$ cat config.mk
export PLATFORM = sky130hd
export DESIGN_NAME = half_duplex_uart_8n1_fifo
export DESIGN_NICKNAME = d
export VERILOG_FILES = /design/src/hw/rtl/hdu8f_pkg.sv /design/src/hw/rtl/hdu8f_fifo.sv /design/src/hw/rtl/half_duplex_uart_8n1_fifo.sv
export SDC_FILE = /design/constraint.sdc
export NUM_CORES = 1
export LEC_CHECK = 0
export BUFFER_PORTS_ARGS = -buffer_cell sky130_fd_sc_hd__buf_2
export CAP_MARGIN = 25
export CORE_UTILIZATION = 38
export DETAILED_ROUTE_END_ITERATION = 16
export PLACE_DENSITY = 0.61
export SLEW_MARGIN = 15
export SYNTH_ARGS = -nofsm -noshare
export SYNTH_HDL_FRONTEND = slang
export SYNTH_HIERARCHICAL = 1
export SYNTH_SLANG_ARGS = --single-unit
$ cat constraint.sdc
create_clock -name clk_i -period 7.5 [get_ports clk_i]
set_input_delay 0.375 -clock clk_i [delete_from_list [all_inputs] [get_ports clk_i]]
set_output_delay 0.375 -clock clk_i [all_outputs]
set_load 0.02 [all_outputs]
$ cat src/hw/rtl/hdu8f_pkg.sv
// shared codes and types for the half-duplex 8n1 uart with fifos
// no dependencies

package hdu8f_pkg;

  localparam logic [1:0] REQ_TICK  = 2'd0;
  localparam logic [1:0] REQ_WRITE = 2'd1;
  localparam logic [1:0] REQ_READ  = 2'd2;
  localparam logic [1:0] REQ_ARM   = 2'd3;

  localparam logic [1:0] MODE_READY = 2'd0;
  localparam logic [1:0] MODE_TX    = 2'd1;
  localparam logic [1:0] MODE_ARMED = 2'd2;
  localparam logic [1:0] MODE_RX    = 2'd3;

  localparam logic [3:0] BIT_IDLE = 4'd15;
  localparam logic [3:0] BIT_STOP = 4'd8;

  localparam logic [1:0] CFG_BIT_TICKS   = 2'd0;
  localparam logic [1:0] CFG_START_DELAY = 2'd1;

  localparam logic [7:0] BIT_TICKS_RST   = 8'd104;
  localparam logic [7:0] START_DELAY_RST = 8'd156;

  typedef struct packed {
    logic push;
    logic pop;
  } fifo_ctrl_t;

endpackage

$ cat src/hw/rtl/hdu8f_fifo.sv
// byte fifo with a registered front read and write bypass
// depends on hdu8f_pkg

module hdu8f_fifo #(
  parameter int DEPTH = 16
) (
  input  logic                        clk_i,
  input  logic                        rst_ni,
  input  hdu8f_pkg::fifo_ctrl_t       ctrl_i,
  input  logic [7:0]                  wdata_i,
  output logic [7:0]                  front_o,
  output logic [$clog2(DEPTH+1)-1:0]  count_o,
  output logic                        full_o,
  output logic                        empty_o
);
  import hdu8f_pkg::*;

  localparam int AW = $clog2(DEPTH);
  localparam int CW = $clog2(DEPTH + 1);
  localparam logic [AW-1:0] LAST = AW'(DEPTH - 1);

  logic [7:0]    mem_q [DEPTH];
  logic [7:0]    rd_q;
  logic [AW-1:0] head_q, head_d, tail_q, tail_d;
  logic [CW-1:0] count_q, count_d;
  logic          do_push, do_pop;

  assign full_o  = (count_q == CW'(DEPTH));
  assign empty_o = (count_q == '0);
  assign do_push = ctrl_i.push && !full_o;
  assign do_pop  = ctrl_i.pop && !empty_o;

  always_comb begin
    head_d  = head_q;
    tail_d  = tail_q;
    count_d = count_q;
    if (do_push) begin
      head_d = (head_q == LAST) ? '0 : head_q + AW'(1);
    end
    if (do_pop) begin
      tail_d = (tail_q == LAST) ? '0 : tail_q + AW'(1);
    end
    count_d = count_q + CW'(do_push) - CW'(do_pop);
  end

  always_ff @(posedge clk_i or negedge rst_ni) begin
    if (!rst_ni) begin
      head_q  <= '0;
      tail_q  <= '0;
      count_q <= '0;
    end else begin
      head_q  <= head_d;
      tail_q  <= tail_d;
      count_q <= count_d;
    end
  end

  always_ff @(posedge clk_i) begin
    if (do_push) begin
      mem_q[head_q] <= wdata_i;
    end
  end

  // read port tracks the next tail so rd_q always holds the oldest item
  always_ff @(posedge clk_i) begin
    if (do_push && head_q == tail_d) begin
      rd_q <= wdata_i;
    end else begin
      rd_q <= mem_q[tail_d];
    end
  end

  assign front_o = rd_q;
  assign count_o = count_q;

endmodule

$ cat src/hw/rtl/half_duplex_uart_8n1_fifo.sv
// top level of the half-duplex 8n1 uart with transmit and receive fifos
// depends on hdu8f_pkg and hdu8f_fifo
//
// channel   dir  handshake              payload
// in        in   in_valid_i/in_ready_o    req_type_i, rx_level_i, tx_byte_i
// out       out  out_valid_o/out_ready_i  tx_level_o, rx_data_o, rx_data_valid_o,
//                                         tx_accepted_o, rx_available_o, busy_res_o, mode_o
// cfg       in   cfg_valid_i/cfg_ready_o  cfg_idx_i, cfg_data_i
//
// one item per cycle sustained while out_ready_i takes the results; a result passes through the
// input register, then the result register, before it is on the outputs
// the fifo front read is registered and follows the next tail pointer
// reset empties both fifos, sets mode ready, line high, config to 104 and 156
// a stalled result holds in the output register; the input register still
// takes one more item, then in_ready_o drops until the result moves

module half_duplex_uart_8n1_fifo #(
  parameter int TX_DEPTH = 16,
  parameter int RX_DEPTH = 16
) (
  input  logic       clk_i,
  input  logic       rst_ni,
  input  logic       in_valid_i,
  output logic       in_ready_o,
  input  logic [1:0] req_type_i,
  input  logic       rx_level_i,
  input  logic [7:0] tx_byte_i,
  output logic       out_valid_o,
  input  logic       out_ready_i,
  output logic       tx_level_o,
  output logic [7:0] rx_data_o,
  output logic       rx_data_valid_o,
  output logic       tx_accepted_o,
  output logic [4:0] rx_available_o,
  output logic       busy_res_o,
  output logic [1:0] mode_o,
  input  logic       cfg_valid_i,
  output logic       cfg_ready_o,
  input  logic [1:0] cfg_idx_i,
  input  logic [7:0] cfg_data_i
);
  import hdu8f_pkg::*;

  localparam int TX_CW = $clog2(TX_DEPTH + 1);
  localparam int RX_CW = $clog2(RX_DEPTH + 1);

  // configuration
  logic [7:0] bit_ticks_q, start_delay_q;

  assign cfg_ready_o = 1'b1;

  always_ff @(posedge clk_i or negedge rst_ni) begin
    if (!rst_ni) begin
      bit_ticks_q   <= BIT_TICKS_RST;
      start_delay_q <= START_DELAY_RST;
    end else if (cfg_valid_i) begin
      if (cfg_idx_i == CFG_BIT_TICKS) begin
        bit_ticks_q <= cfg_data_i;
      end else if (cfg_idx_i == CFG_START_DELAY) begin
        start_delay_q <= cfg_data_i;
      end
    end
  end

  // input register
  logic       s1_valid_q;
  logic [1:0] req_q;
  logic       lvl_q;
  logic [7:0] byte_q;
  logic       out_valid_q;
  logic       s1_fire;

  assign s1_fire    = s1_valid_q && (!out_valid_q || out_ready_i);
  assign in_ready_o = !s1_valid_q || s1_fire;

  always_ff @(posedge clk_i or negedge rst_ni) begin
    if (!rst_ni) begin
      s1_valid_q <= 1'b0;
    end else if (in_ready_o) begin
      s1_valid_q <= in_valid_i;
    end
  end

  always_ff @(posedge clk_i) begin
    if (in_valid_i && in_ready_o) begin
      req_q  <= req_type_i;
      lvl_q  <= rx_level_i;
      byte_q <= tx_byte_i;
    end
  end

  // fifos
  fifo_ctrl_t       tx_ctrl, rx_ctrl, tx_ctrl_g, rx_ctrl_g;
  logic [7:0]       tx_front, rx_front;
  logic [TX_CW-1:0] tx_count;
  logic [RX_CW-1:0] rx_count, rx_count_d;
  logic             tx_full, tx_empty, rx_full, rx_empty;
  logic [7:0]       rx_shift_q, rx_shift_d;

  assign tx_ctrl_g = '{push: tx_ctrl.push && s1_fire, pop: tx_ctrl.pop && s1_fire};
  assign rx_ctrl_g = '{push: rx_ctrl.push && s1_fire, pop: rx_ctrl.pop && s1_fire};

  hdu8f_fifo #(.DEPTH(TX_DEPTH)) u_tx_fifo (
    .clk_i   (clk_i),
    .rst_ni  (rst_ni),
    .ctrl_i  (tx_ctrl_g),
    .wdata_i (byte_q),
    .front_o (tx_front),
    .count_o (tx_count),
    .full_o  (tx_full),
    .empty_o (tx_empty)
  );

  hdu8f_fifo #(.DEPTH(RX_DEPTH)) u_rx_fifo (
    .clk_i   (clk_i),
    .rst_ni  (rst_ni),
    .ctrl_i  (rx_ctrl_g),
    .wdata_i (rx_shift_q),
    .front_o (rx_front),
    .count_o (rx_count),
    .full_o  (rx_full),
    .empty_o (rx_empty)
  );

  // line state
  logic [1:0] mode_q, mode_d;
  logic [3:0] bit_q, bit_d;
  logic [7:0] tick_q, tick_d;
  logic       line_q, line_d;
  logic       prev_q, prev_d;
  logic [7:0] tick_inc, interval;
  logic       due;
  logic [7:0] rdata;
  logic       rvalid, acc;

  assign tick_inc = tick_q + 8'd1;
  assign interval = (mode_q == MODE_RX && bit_q == '0) ? start_delay_q : bit_ticks_q;
  assign due      = (tick_inc >= interval);

  always_comb begin
    mode_d     = mode_q;
    bit_d      = bit_q;
    rx_shift_d = rx_shift_q;
    tick_d     = tick_q;
    line_d     = line_q;
    prev_d     = prev_q;
    tx_ctrl    = '{push: 1'b0, pop: 1'b0};
    rx_ctrl    = '{push: 1'b0, pop: 1'b0};
    rdata      = '0;
    rvalid     = 1'b0;
    acc        = 1'b0;
    case (req_q)
      REQ_TICK: begin
        prev_d = lvl_q;
        if (mode_q == MODE_TX) begin
          tick_d = due ? '0 : tick_inc;
          if (due) begin
            if (tx_empty) begin
              mode_d = MODE_READY;
              bit_d  = BIT_IDLE;
            end else if (bit_q > BIT_STOP) begin
              line_d = 1'b0;
              bit_d  = '0;
            end else if (bit_q == BIT_STOP) begin
              line_d       = 1'b1;
              bit_d        = BIT_IDLE;
              tx_ctrl.pop  = 1'b1;
            end else begin
              line_d = tx_front[bit_q[2:0]];
              bit_d  = bit_q + 4'd1;
            end
          end
        end else if (mode_q == MODE_RX) begin
          tick_d = due ? '0 : tick_inc;
          if (due) begin
            if (bit_q < BIT_STOP) begin
              rx_shift_d = rx_shift_q | (8'(lvl_q) << bit_q[2:0]);
              bit_d      = bit_q + 4'd1;
            end else begin
              rx_ctrl.push = 1'b1;
              bit_d        = BIT_IDLE;
              mode_d       = MODE_ARMED;
            end
          end
        end else if (mode_q == MODE_ARMED && prev_q && !lvl_q) begin
          mode_d     = MODE_RX;
          bit_d      = '0;
          rx_shift_d = '0;
          tick_d     = '0;
        end
      end
      REQ_WRITE: begin
        if (!tx_full) begin
          tx_ctrl.push = 1'b1;
          acc          = 1'b1;
          if (mode_q != MODE_TX) begin
            mode_d = MODE_TX;
            tick_d = '0;
            bit_d  = BIT_IDLE;
          end
        end
      end
      REQ_READ: begin
        if (!rx_empty) begin
          rdata       = rx_front;
          rvalid      = 1'b1;
          rx_ctrl.pop = 1'b1;
        end
      end
      REQ_ARM: begin
        if (mode_q == MODE_READY) begin
          mode_d = MODE_ARMED;
        end
      end
      default: begin
        mode_d = mode_q;
      end
    endcase
  end

  assign rx_count_d = rx_count + RX_CW'(rx_ctrl.push && !rx_full) - RX_CW'(rx_ctrl.pop);

  always_ff @(posedge clk_i or negedge rst_ni) begin
    if (!rst_ni) begin
      mode_q     <= MODE_READY;
      bit_q      <= BIT_IDLE;
      rx_shift_q <= '0;
      tick_q     <= '0;
      line_q     <= 1'b1;
      prev_q     <= 1'b1;
    end else if (s1_fire) begin
      mode_q     <= mode_d;
      bit_q      <= bit_d;
      rx_shift_q <= rx_shift_d;
      tick_q     <= tick_d;
      line_q     <= line_d;
      prev_q     <= prev_d;
    end
  end

  // result register
  logic       tx_level_q, rx_data_valid_q, tx_accepted_q, busy_q;
  logic [7:0] rx_data_q;
  logic [4:0] rx_avail_q;
  logic [1:0] mode_out_q;

  always_ff @(posedge clk_i or negedge rst_ni) begin
    if (!rst_ni) begin
      out_valid_q <= 1'b0;
    end else if (s1_fire) begin
      out_valid_q <= 1'b1;
    end else if (out_ready_i) begin
      out_valid_q <= 1'b0;
    end
  end

  always_ff @(posedge clk_i) begin
    if (s1_fire) begin
      tx_level_q      <= line_d;
      rx_data_q       <= rdata;
      rx_data_valid_q <= rvalid;
      tx_accepted_q   <= acc;
      rx_avail_q      <= 5'(rx_count_d);
      busy_q          <= (mode_d == MODE_TX);
      mode_out_q      <= mode_d;
    end
  end

  assign out_valid_o     = out_valid_q;
  assign tx_level_o      = tx_level_q;
  assign rx_data_o       = rx_data_q;
  assign rx_data_valid_o = rx_data_valid_q;
  assign tx_accepted_o   = tx_accepted_q;
  assign rx_available_o  = rx_avail_q;
  assign busy_res_o      = busy_q;
  assign mode_o          = mode_out_q;

  a_line_idle: assert property (@(posedge clk_i) disable iff (!rst_ni)
    (mode_q == MODE_READY || mode_q == MODE_ARMED) |-> line_q)
    else $error("tx line low outside transmit");

  a_rx_bit_range: assert property (@(posedge clk_i) disable iff (!rst_ni)
    (mode_q == MODE_RX) |-> (bit_q <= BIT_STOP))
    else $error("receive bit index out of range");

  a_tx_count: assert property (@(posedge clk_i) disable iff (!rst_ni)
    tx_count <= TX_CW'(TX_DEPTH))
    else $error("tx fifo overfilled");

  a_rx_read_pop: assert property (@(posedge clk_i) disable iff (!rst_ni)
    (s1_fire && req_q == REQ_READ && !rx_empty) |=>
      (rx_count == $past(rx_count) - RX_CW'(1)))
    else $error("rx read did not pop one item");

endmodule

======== Word level (Yosys, flattened, before mapping) ========
Memories as Yosys holds them, arrays and structs flattened. A register that Yosys moved wholly into a read port is not among the register bits.
Cells that the tools add are included.
storage, ports and cells
  bits in registers ....................... 98
  memories ................................ 2
  logic and storage cells ................. 180
  output and inout bits ................... 22
  bits in writable memories ............... 256
  input bits .............................. 26
operators by class
  muxes and demuxes ....................... 69
  reductions and logical operators ........ 39
  $lt $le $gt $ge ......................... 4
  shifts and indexed selects .............. 1
  eq/ne operators ......................... 23
  add/sub/neg operators ................... 12
  bitwise logic cells ..................... 4
memory list
  memory           words  bits a word  rd ports  clocked after Yosys merged registers in  wr ports  RTL line          RTL
  u_rx_fifo.mem_q  16     8            1         1                                        1         hdu8f_fifo.sv:22  logic [7:0] mem_q [DEPTH];
  u_tx_fifo.mem_q  16     8            1         1                                        1         hdu8f_fifo.sv:22
operator list
  operator                                                                number
  8-bit two-way mux                                                       10
  4-bit two-way mux                                                       17
  1-bit two-way mux                                                       28
  4-bit by 1-bit adder with 4-bit output (second input constant)          5
  4-bit equality test (second input constant)                             5
  2-bit two-way mux                                                       10
  8-bit one-hot mux with 2 select lines                                   1
  5-bit by 1-bit adder with 5-bit output                                  3
  5-bit by 1-bit subtractor with 5-bit output                             3
  1-bit logical AND                                                       14
  5-bit equality test (second input constant)                             2
  5-bit zero test                                                         2
  8-bit by 1-bit adder with 8-bit output (second input constant)          1
  2-bit by 1-bit equality test with 1-bit output (second input constant)  4
  2-bit equality test (second input constant)                             4
  8-bit greater-or-equal comparator                                       1
  8-bit OR                                                                1
  4-bit one-hot mux with 2 select lines                                   1
  1-bit by 3-bit left shift with 8-bit output                             1
  1-bit zero test                                                         7
  7-bit AND reduction                                                     1
  2-bit zero test                                                         3
  2-bit != test (second input constant)                                   3
  3-bit != test (second input constant)                                   2
  16 further kinds                                                        23

======== Longest topological paths before layout ========
  depth after elaboration ................. 12
  mapped depth ............................ 23
  mapped depth without buffers ............ 21

======== Cells and area by module ========
The synthesis kept the hierarchy.
modules (own cells, without submodules)
  module                     area an instance (um2)  seq. area each (um2)  instances  cells an instance
  hdu8f_fifo at u_rx_fifo    5,870.6                 4,249.1               1          289
  hdu8f_fifo at u_tx_fifo    5,836.8                 4,249.1               1          294
  half_duplex_uart_8n1_fifo  3,777.4                 1,968.1               1          325

======== Worst setup path after synthesis ========
OpenSTA, ideal clock, no wires.
  path type ............................... register -> register
  start ................................... register bit_q[0]
  end ..................................... register rx_avail_q[4] (netlist: rx_available_o[4]) (data pin)
  arrival ................................. 4.105 ns
  library setup time ...................... 0.259 ns
  data required time ...................... 7.241 ns
  cell stages (with the launch flop) ...... 20
  slack ................................... 3.136 ns
  period minus slack after synthesis ...... 4.364 ns
  path buffers ............................ 2
  cells stage by stage .................... dfstp_2 -> buf_2 -> inv_1 -> ha_1 -> nor3b_1 -> buf_4 -> mux2_2 -> ha_1 -> and3_1 -> o21ai_2 -> a31oi_4 -> nor2_2 -> or4_1 -> ha_1 -> inv_1 -> ha_1 -> fa_1 -> a21o_1 -> a21oi_1 -> xnor2_1
between the ends
  longest elaborated chain between the ends .. 11
  elaborated cells on any way between the ends .. 13
  classes of those cells .................. add/sub (2); order compare (2); mux (6); reduce/logical (3)
RTL lines
  element                                          RTL line                          RTL
  start: declaration                               half_duplex_uart_8n1_fifo.sv:127  logic [3:0] bit_q, bit_d;
  start signal: assignment                         half_duplex_uart_8n1_fifo.sv:233  bit_q <= bit_d;
  4-bit zero test                                  half_duplex_uart_8n1_fifo.sv:137  assign interval = (mode_q == MODE_RX && bit_q == '0) ? start_delay_q : bit_ticks_q;
  1-bit logical AND                                half_duplex_uart_8n1_fifo.sv:137
  8-bit two-way mux                                half_duplex_uart_8n1_fifo.sv:137
  8-bit greater-or-equal comparator                half_duplex_uart_8n1_fifo.sv:138  assign due = (tick_inc >= interval);
  1-bit two-way mux (*)                            half_duplex_uart_8n1_fifo.sv:175  if (due) begin
  1-bit two-way mux (*)                            half_duplex_uart_8n1_fifo.sv:173  end else if (mode_q == MODE_RX) begin
  1-bit two-way mux (*)                            half_duplex_uart_8n1_fifo.sv:155  if (mode_q == MODE_TX) begin
  1-bit two-way mux (*)                            half_duplex_uart_8n1_fifo.sv:152  case (req_q)
  1-bit logical AND (*)                            half_duplex_uart_8n1_fifo.sv:221  assign rx_count_d = rx_count + RX_CW'(rx_ctrl.push && !rx_full) - RX_CW'(rx_ctrl.pop);
  5-bit by 1-bit adder with 5-bit output (*)       half_duplex_uart_8n1_fifo.sv:221
  5-bit by 1-bit subtractor with 5-bit output (*)  half_duplex_uart_8n1_fifo.sv:221
  net rx_count_d[4]                                half_duplex_uart_8n1_fifo.sv:96   logic [RX_CW-1:0] rx_count, rx_count_d;
  end signal: assignment                           half_duplex_uart_8n1_fifo.sv:263  rx_avail_q <= 5'(rx_count_d);
  end: declaration                                 half_duplex_uart_8n1_fifo.sv:244  logic [4:0] rx_avail_q;
Mark *: on every way through the listed nets, which the timed path passes. The rest lies on a longest branch.
A chain may end at the register's enable or synchronous reset.

======== Worst setup path in the final report ========
  start ................................... register mode_q[0]
  end ..................................... register rx_avail_q[4] (netlist: rx_available_o[4]) (data pin)
between the ends
  longest elaborated chain between the ends .. 11
  elaborated cells on any way between the ends .. 12
  classes of those cells .................. add/sub (2); order compare (1); eq/ne (2); mux (5); reduce/logical (2)
RTL lines
  element                                          RTL line                                                            RTL
  start: declaration                               half_duplex_uart_8n1_fifo.sv:126                                    logic [1:0] mode_q, mode_d;
  start signal: assignment                         half_duplex_uart_8n1_fifo.sv:232                                    mode_q <= mode_d;
  2-bit equality test                              half_duplex_uart_8n1_fifo.sv:137, half_duplex_uart_8n1_fifo.sv:173
  1-bit logical AND                                half_duplex_uart_8n1_fifo.sv:137
  8-bit two-way mux                                half_duplex_uart_8n1_fifo.sv:137
  8-bit greater-or-equal comparator                half_duplex_uart_8n1_fifo.sv:138
  1-bit two-way mux                                half_duplex_uart_8n1_fifo.sv:175
  1-bit two-way mux                                half_duplex_uart_8n1_fifo.sv:173
  1-bit two-way mux (*)                            half_duplex_uart_8n1_fifo.sv:155
  1-bit two-way mux (*)                            half_duplex_uart_8n1_fifo.sv:152
  1-bit logical AND (*)                            half_duplex_uart_8n1_fifo.sv:221
  5-bit by 1-bit adder with 5-bit output (*)       half_duplex_uart_8n1_fifo.sv:221
  5-bit by 1-bit subtractor with 5-bit output (*)  half_duplex_uart_8n1_fifo.sv:221
  net rx_count_d[4]                                half_duplex_uart_8n1_fifo.sv:96
Marked as above.

==> metrics.txt <==
# TYPE chip_impl_metric gauge
chip_impl_metric{name="wl_met3",unit="mm"} 1.58
chip_impl_metric{name="cp_data_arrival_time",unit="ns"} 5.47
chip_impl_metric{name="p_switching",unit="W"} 0.00150
chip_impl_info{name="synth_top_flop_cell",value="sky130_fd_sc_hd__edfxtp_1"} 1
chip_impl_metric{name="clock_tree.htree_level_count",unit=""} 2
chip_impl_metric{name="die_width",unit="µm"} 204
chip_impl_metric{name="power_switching_share",unit=""} 0.275
chip_impl_info{name="violations",value="hold timing"} 1
chip_impl_info{name="highest_count_cells_in_the_layout_ignoring_fill_and_taps",value="sky130_fd_sc_hd__edfxtp_1 (286), sky130_fd_sc_hd__nand2_1 (60), sky130_fd_sc_hd__dfrtp_1 (55)"} 1
chip_impl_metric{name="worst-endpoint-required",unit="ns"} 7.77
chip_impl_info{name="tritoncts",value="done"} 1
chip_impl_metric{name="final_layout_worst_hold_slack",unit="ns"} -0.00427
chip_impl_info{name="crit_chain",value="nand3_1 > nor3b_2 > mux2_2 > ha_1 > and3_1 > o21ai_2 > a31oi_4 > nor2_2 > or4_1 > ha_1 > inv_1 > ha_1 > fa_1 > a21o_1 > a21oi_1 > xnor2_1"} 1
chip_impl_metric{name="min_period",unit="ns"} 5.20
chip_impl_info{name="clock_tree.root_cell",value="sky130_fd_sc_hd__clkbuf_16"} 1
chip_impl_metric{name="share_of_synthesized_registers_carrying_an_async_set_or_reset",unit=""} 0.188
chip_impl_metric{name="timing.final.setup_violations",unit=""} 0
chip_impl_metric{name="met2WireLength",unit="mm"} 14.3
chip_impl_info{name="synth.area.top_cells",value="sky130_fd_sc_hd__edfxtp_1 (55%), sky130_fd_sc_hd__dfrtp_1 (8.9%), sky130_fd_sc_hd__mux4_1 (5.1%)"} 1
chip_impl_info{name="worst_path_most_repeated_cell",value="sky130_fd_sc_hd__ha_1"} 1
chip_impl_metric{name="layout-drive-gt1-share",unit=""} 0.212
chip_impl_info{name="rsz0062_at_grt",value="no"} 1
chip_impl_metric{name="power.leakage",unit="nW"} 6.01
chip_impl_metric{name="irDropWorstVdd",unit="mV"} 0.136
chip_impl_metric{name="p_total",unit="W"} 0.00545
chip_impl_metric{name="yosysUniqueCellTypes",unit=""} 75
chip_impl_metric{name="die-height",unit="µm"} 204
chip_impl_metric{name="core",unit="µm²"} 40000
chip_impl_metric{name="critical_path_peak_fanout",unit=""} 15
chip_impl_metric{name="pwr_density_cell",unit="nW/µm²"} 313
chip_impl_metric{name="mappedNetlistArea",unit="µm²"} 15500
chip_impl_metric{name="global_route_wire_length_before_repair",unit="mm"} 47.5
chip_impl_info{name="critical_path.endpoint_type",value="flip-flop"} 1
chip_impl_metric{name="met1Wirelength",unit="mm"} 14.2
chip_impl_metric{name="viasPerCell",unit=""} 5.29
chip_impl_metric{name="dr.first_iter.drc_count",unit=""} 701
chip_impl_metric{name="cts_hold_buffers",unit=""} 0
chip_impl_metric{name="largest_stage_delay_on_the_critical_path",unit="ns"} 0.75
chip_impl_info{name="mostFrequentLayoutCell",value="sky130_fd_sc_hd__edfxtp_1"} 1
chip_impl_info{name="post-synth-top-area-cell",value="sky130_fd_sc_hd__edfxtp_1"} 1
chip_impl_info{name="timing_worst_setup_path_type",value="reg2reg"} 1
chip_impl_metric{name="layout.nets",unit=""} 1035
chip_impl_metric{name="fmax",unit="MHz"} 192
chip_impl_metric{name="floorplan.rows",unit=""} 73
chip_impl_metric{name="max_cap_viol_count",unit=""} 0
chip_impl_metric{name="post_synth.cell_area_avg",unit="µm²"} 17.1
chip_impl_metric{name="worstMarginPinSlew",unit="ns"} 0.913
chip_impl_metric{name="firstDrtPassIters",unit=""} 5
chip_impl_metric{name="synth-edff-count",unit=""} 286
chip_impl_metric{name="synthDominantCellAreaShare",unit=""} 0.555
chip_impl_metric{name="cts.repair_timing.setup_buffer_count",unit=""} 0
chip_impl_metric{name="yosys_warnings",unit=""} 6
chip_impl_metric{name="filler_cell_count",unit=""} 3534
chip_impl_metric{name="routed_wire_length",unit="mm"} 30.8
chip_impl_metric{name="syn-num-nets",unit=""} 976
chip_impl_metric{name="gp_routability_congestion",unit=""} 0.848
chip_impl_metric{name="final_max_slew_viol_count",unit=""} 0
chip_impl_metric{name="clock_power_share",unit=""} 0.336
chip_impl_metric{name="cts-buffers-inserted",unit=""} 38
chip_impl_metric{name="max-slew-margin-rel",unit=""} 0.392
chip_impl_metric{name="area_delta_synth_final",unit="%"} 12.5
chip_impl_metric{name="setup_total_negative_slack",unit="ns"} 0
chip_impl_metric{name="grt_max_degree",unit=""} 69
chip_impl_metric{name="power.share.sequential",unit=""} 0.469
chip_impl_metric{name="power.combinational.fraction",unit=""} 0.195
chip_impl_metric{name="fp.dieArea",unit="µm²"} 41600
chip_impl_metric{name="globalRoute.totalOverflow",unit=""} 0
chip_impl_metric{name="ff_latch_area",unit="µm²"} 10500
chip_impl_metric{name="synth_cells",unit=""} 908
chip_impl_metric{name="synth-seq-cells",unit=""} 362
chip_impl_info{name="top_layer_used",value="met5"} 1
chip_impl_metric{name="multi_input_comb_area",unit="µm²"} 4620
chip_impl_metric{name="num_io_pins",unit=""} 48
chip_impl_info{name="worst_setup_path_start_kind",value="flip-flop"} 1
chip_impl_metric{name="start_util",unit=""} 0.387
chip_impl_metric{name="hold_violations",unit=""} 2
chip_impl_metric{name="grt_util_all_layers",unit=""} 0.152
chip_impl_metric{name="dr_total_vias",unit=""} 8049
chip_impl_info{name="hold_path_class",value="in2async"} 1
chip_impl_metric{name="detail_route.drc_violations",unit=""} 0
chip_impl_metric{name="fin_skew",unit="ns"} 0.0207
chip_impl_metric{name="worst_setup_hold_path_clk_slew",unit="ns"} 0.06
chip_impl_metric{name="clock_sinks",unit=""} 362
chip_impl_metric{name="route.detailed.wl_per_inst",unit="µm"} 20.2
chip_impl_metric{name="post-route-period-util",unit=""} 0.693
chip_impl_metric{name="clock_path_buffers",unit=""} 3
chip_impl_info{name="cell_type_of_the_slowest_stage_on_the_worst_timing_path",value="sky130_fd_sc_hd__nor3b_2"} 1
chip_impl_metric{name="initial_antenna_violation_count",unit=""} 3
chip_impl_metric{name="cells_resized_by_post_cts_repair",unit=""} 0
chip_impl_metric{name="route.antenna.remaining_nets",unit=""} 0
chip_impl_metric{name="clk_latency",unit="ns"} 0.53
chip_impl_metric{name="port-buffer-count",unit=""} 46
chip_impl_metric{name="yosysSeqAreaShare",unit=""} 0.676
chip_impl_metric{name="cellInternalPower",unit="W"} 0.00395
chip_impl_metric{name="grt_pass1_vias",unit=""} 8038
chip_impl_metric{name="hpwl",unit="mm"} 20.1
chip_impl_info{name="run_status",value="complete, but fails checks"} 1
[final cells by class]
class	count	area share
Timing Repair Buffer	56	0.0175
Sequential cell	362	0.601
Inverter	37	0.00797
Clock buffer	45	0.0579
Antenna cell	2	0.000287
Multi-Input combinational cell	472	0.265
Clock inverter	23	0.0123
Tap cell	525	0.0377
[worst paths after layout]
path | from | end | slack, ns | cells past startpoint
max | mode_q[0] | rx_available_o[4] | 2.30 | 16
min | rst_ni | u_rx_fifo/count_o[0] | -0.004 | 1
max reg2reg | mode_q[0] | rx_available_o[4] | 2.30 | 16
min reg2reg | prev_q | prev_q | 0.48 | 2
max in group asynchronous | rst_ni | bit_ticks_q[1] | 6.93 | 1
min in group clk_i | tx_byte_i[6] | byte_q[6] | 0.04 | 1
[power groups by stage]
stage                     clock network, W  registers (W)  logic, W
after detailed placement                 0        0.00260   0.00106
after floorplan                          0        0.00252  0.000870
after global routing               0.00196        0.00259   0.00118
after CTS                          0.00188        0.00256   0.00107
after global placement                   0        0.00260   0.00105
final                              0.00183        0.00256   0.00106
[routing by layer]
metal | vias to the layer above | global-route usage
met2 | 209 | 0.235
met1 | 4096 | 0.219
met4 | 6 | 0.0446
met3 | 50 | 0.0281
li1 | 3688 | -
met5 | - | 0
[critical path: cells and delay by family, from the launching register on]
family,cells,cell delay [ns]
XOR/XNOR,1,0.09
AND/OR/NAND/NOR,5,1.90
multiplexers,1,0.42
flip-flops,1,0.59
adder cells (fa/ha/maj),4,1.18
buffers and inverters,1,0.04
AO/OA/AOI/OAI,4,0.70
[sequential cells by signal, indices dropped and copies added (netlist names), 2 cells and up, named ones only]
name               count
rx_data_o              8
rx_available_o         5
u_rx_fifo/mem_q      128
u_tx_fifo/tail_q       4
u_rx_fifo/count_o      5
start_delay_q          8
u_tx_fifo/count_o      5
u_tx_fifo/mem_q      128
tick_q                 8
bit_ticks_q            8
u_rx_fifo/tail_q       4
rx_shift_q             8
mode_o                 2
bit_q                  4
mode_q                 2
u_rx_fifo/head_q       4
u_tx_fifo/head_q       4
req_q                  2
byte_q                 8
[Yosys cell counts (all sizes together), types with 14 or more instances]
cell / count
a21oi: 19
a22oi: 32
and2: 31
buf: 26
dfrtp: 55
edfxtp: 286
ha: 39
inv: 37
mux2: 31
mux4: 64
nand2: 60
nor2: 14
nor3: 14
o21ai: 21
[cells by family after synthesis]
| family | Yosys count | synth area share |
|---|---|---|
| flops | 362 | 0.676 |
| simple gates | 188 | 0.0672 |
| other cells | 1 | 0.000242 |
| buf+inv | 74 | 0.0263 |
| mux | 103 | 0.129 |
| compound gates | 117 | 0.0542 |
| xor+xnor | 21 | 0.0119 |
| fa+ha+maj | 42 | 0.0354 |
[metrics by stage]
step | setup slack (ns) | cell area [µm²] | cells | hold WS, ns | util
2_1_floorplan | 3.14 | 15500 | 908 | 0.0794 | -
3_3_place_gp | 2.45 | 16200 | 1451 | 0.454 | 0.405
3_5_place_dp | 2.27 | 16200 | 1451 | 0.455 | 0.405
4_1_cts | 2.27 | 17400 | 1519 | 0.0148 | 0.435
5_1_grt | 1.93 | 17400 | 1520 | 0.0149 | 0.435
6_report | 2.30 | 17400 | 1522 | -0.00427 | 0.435
Power figures use the tool's default switching activity.
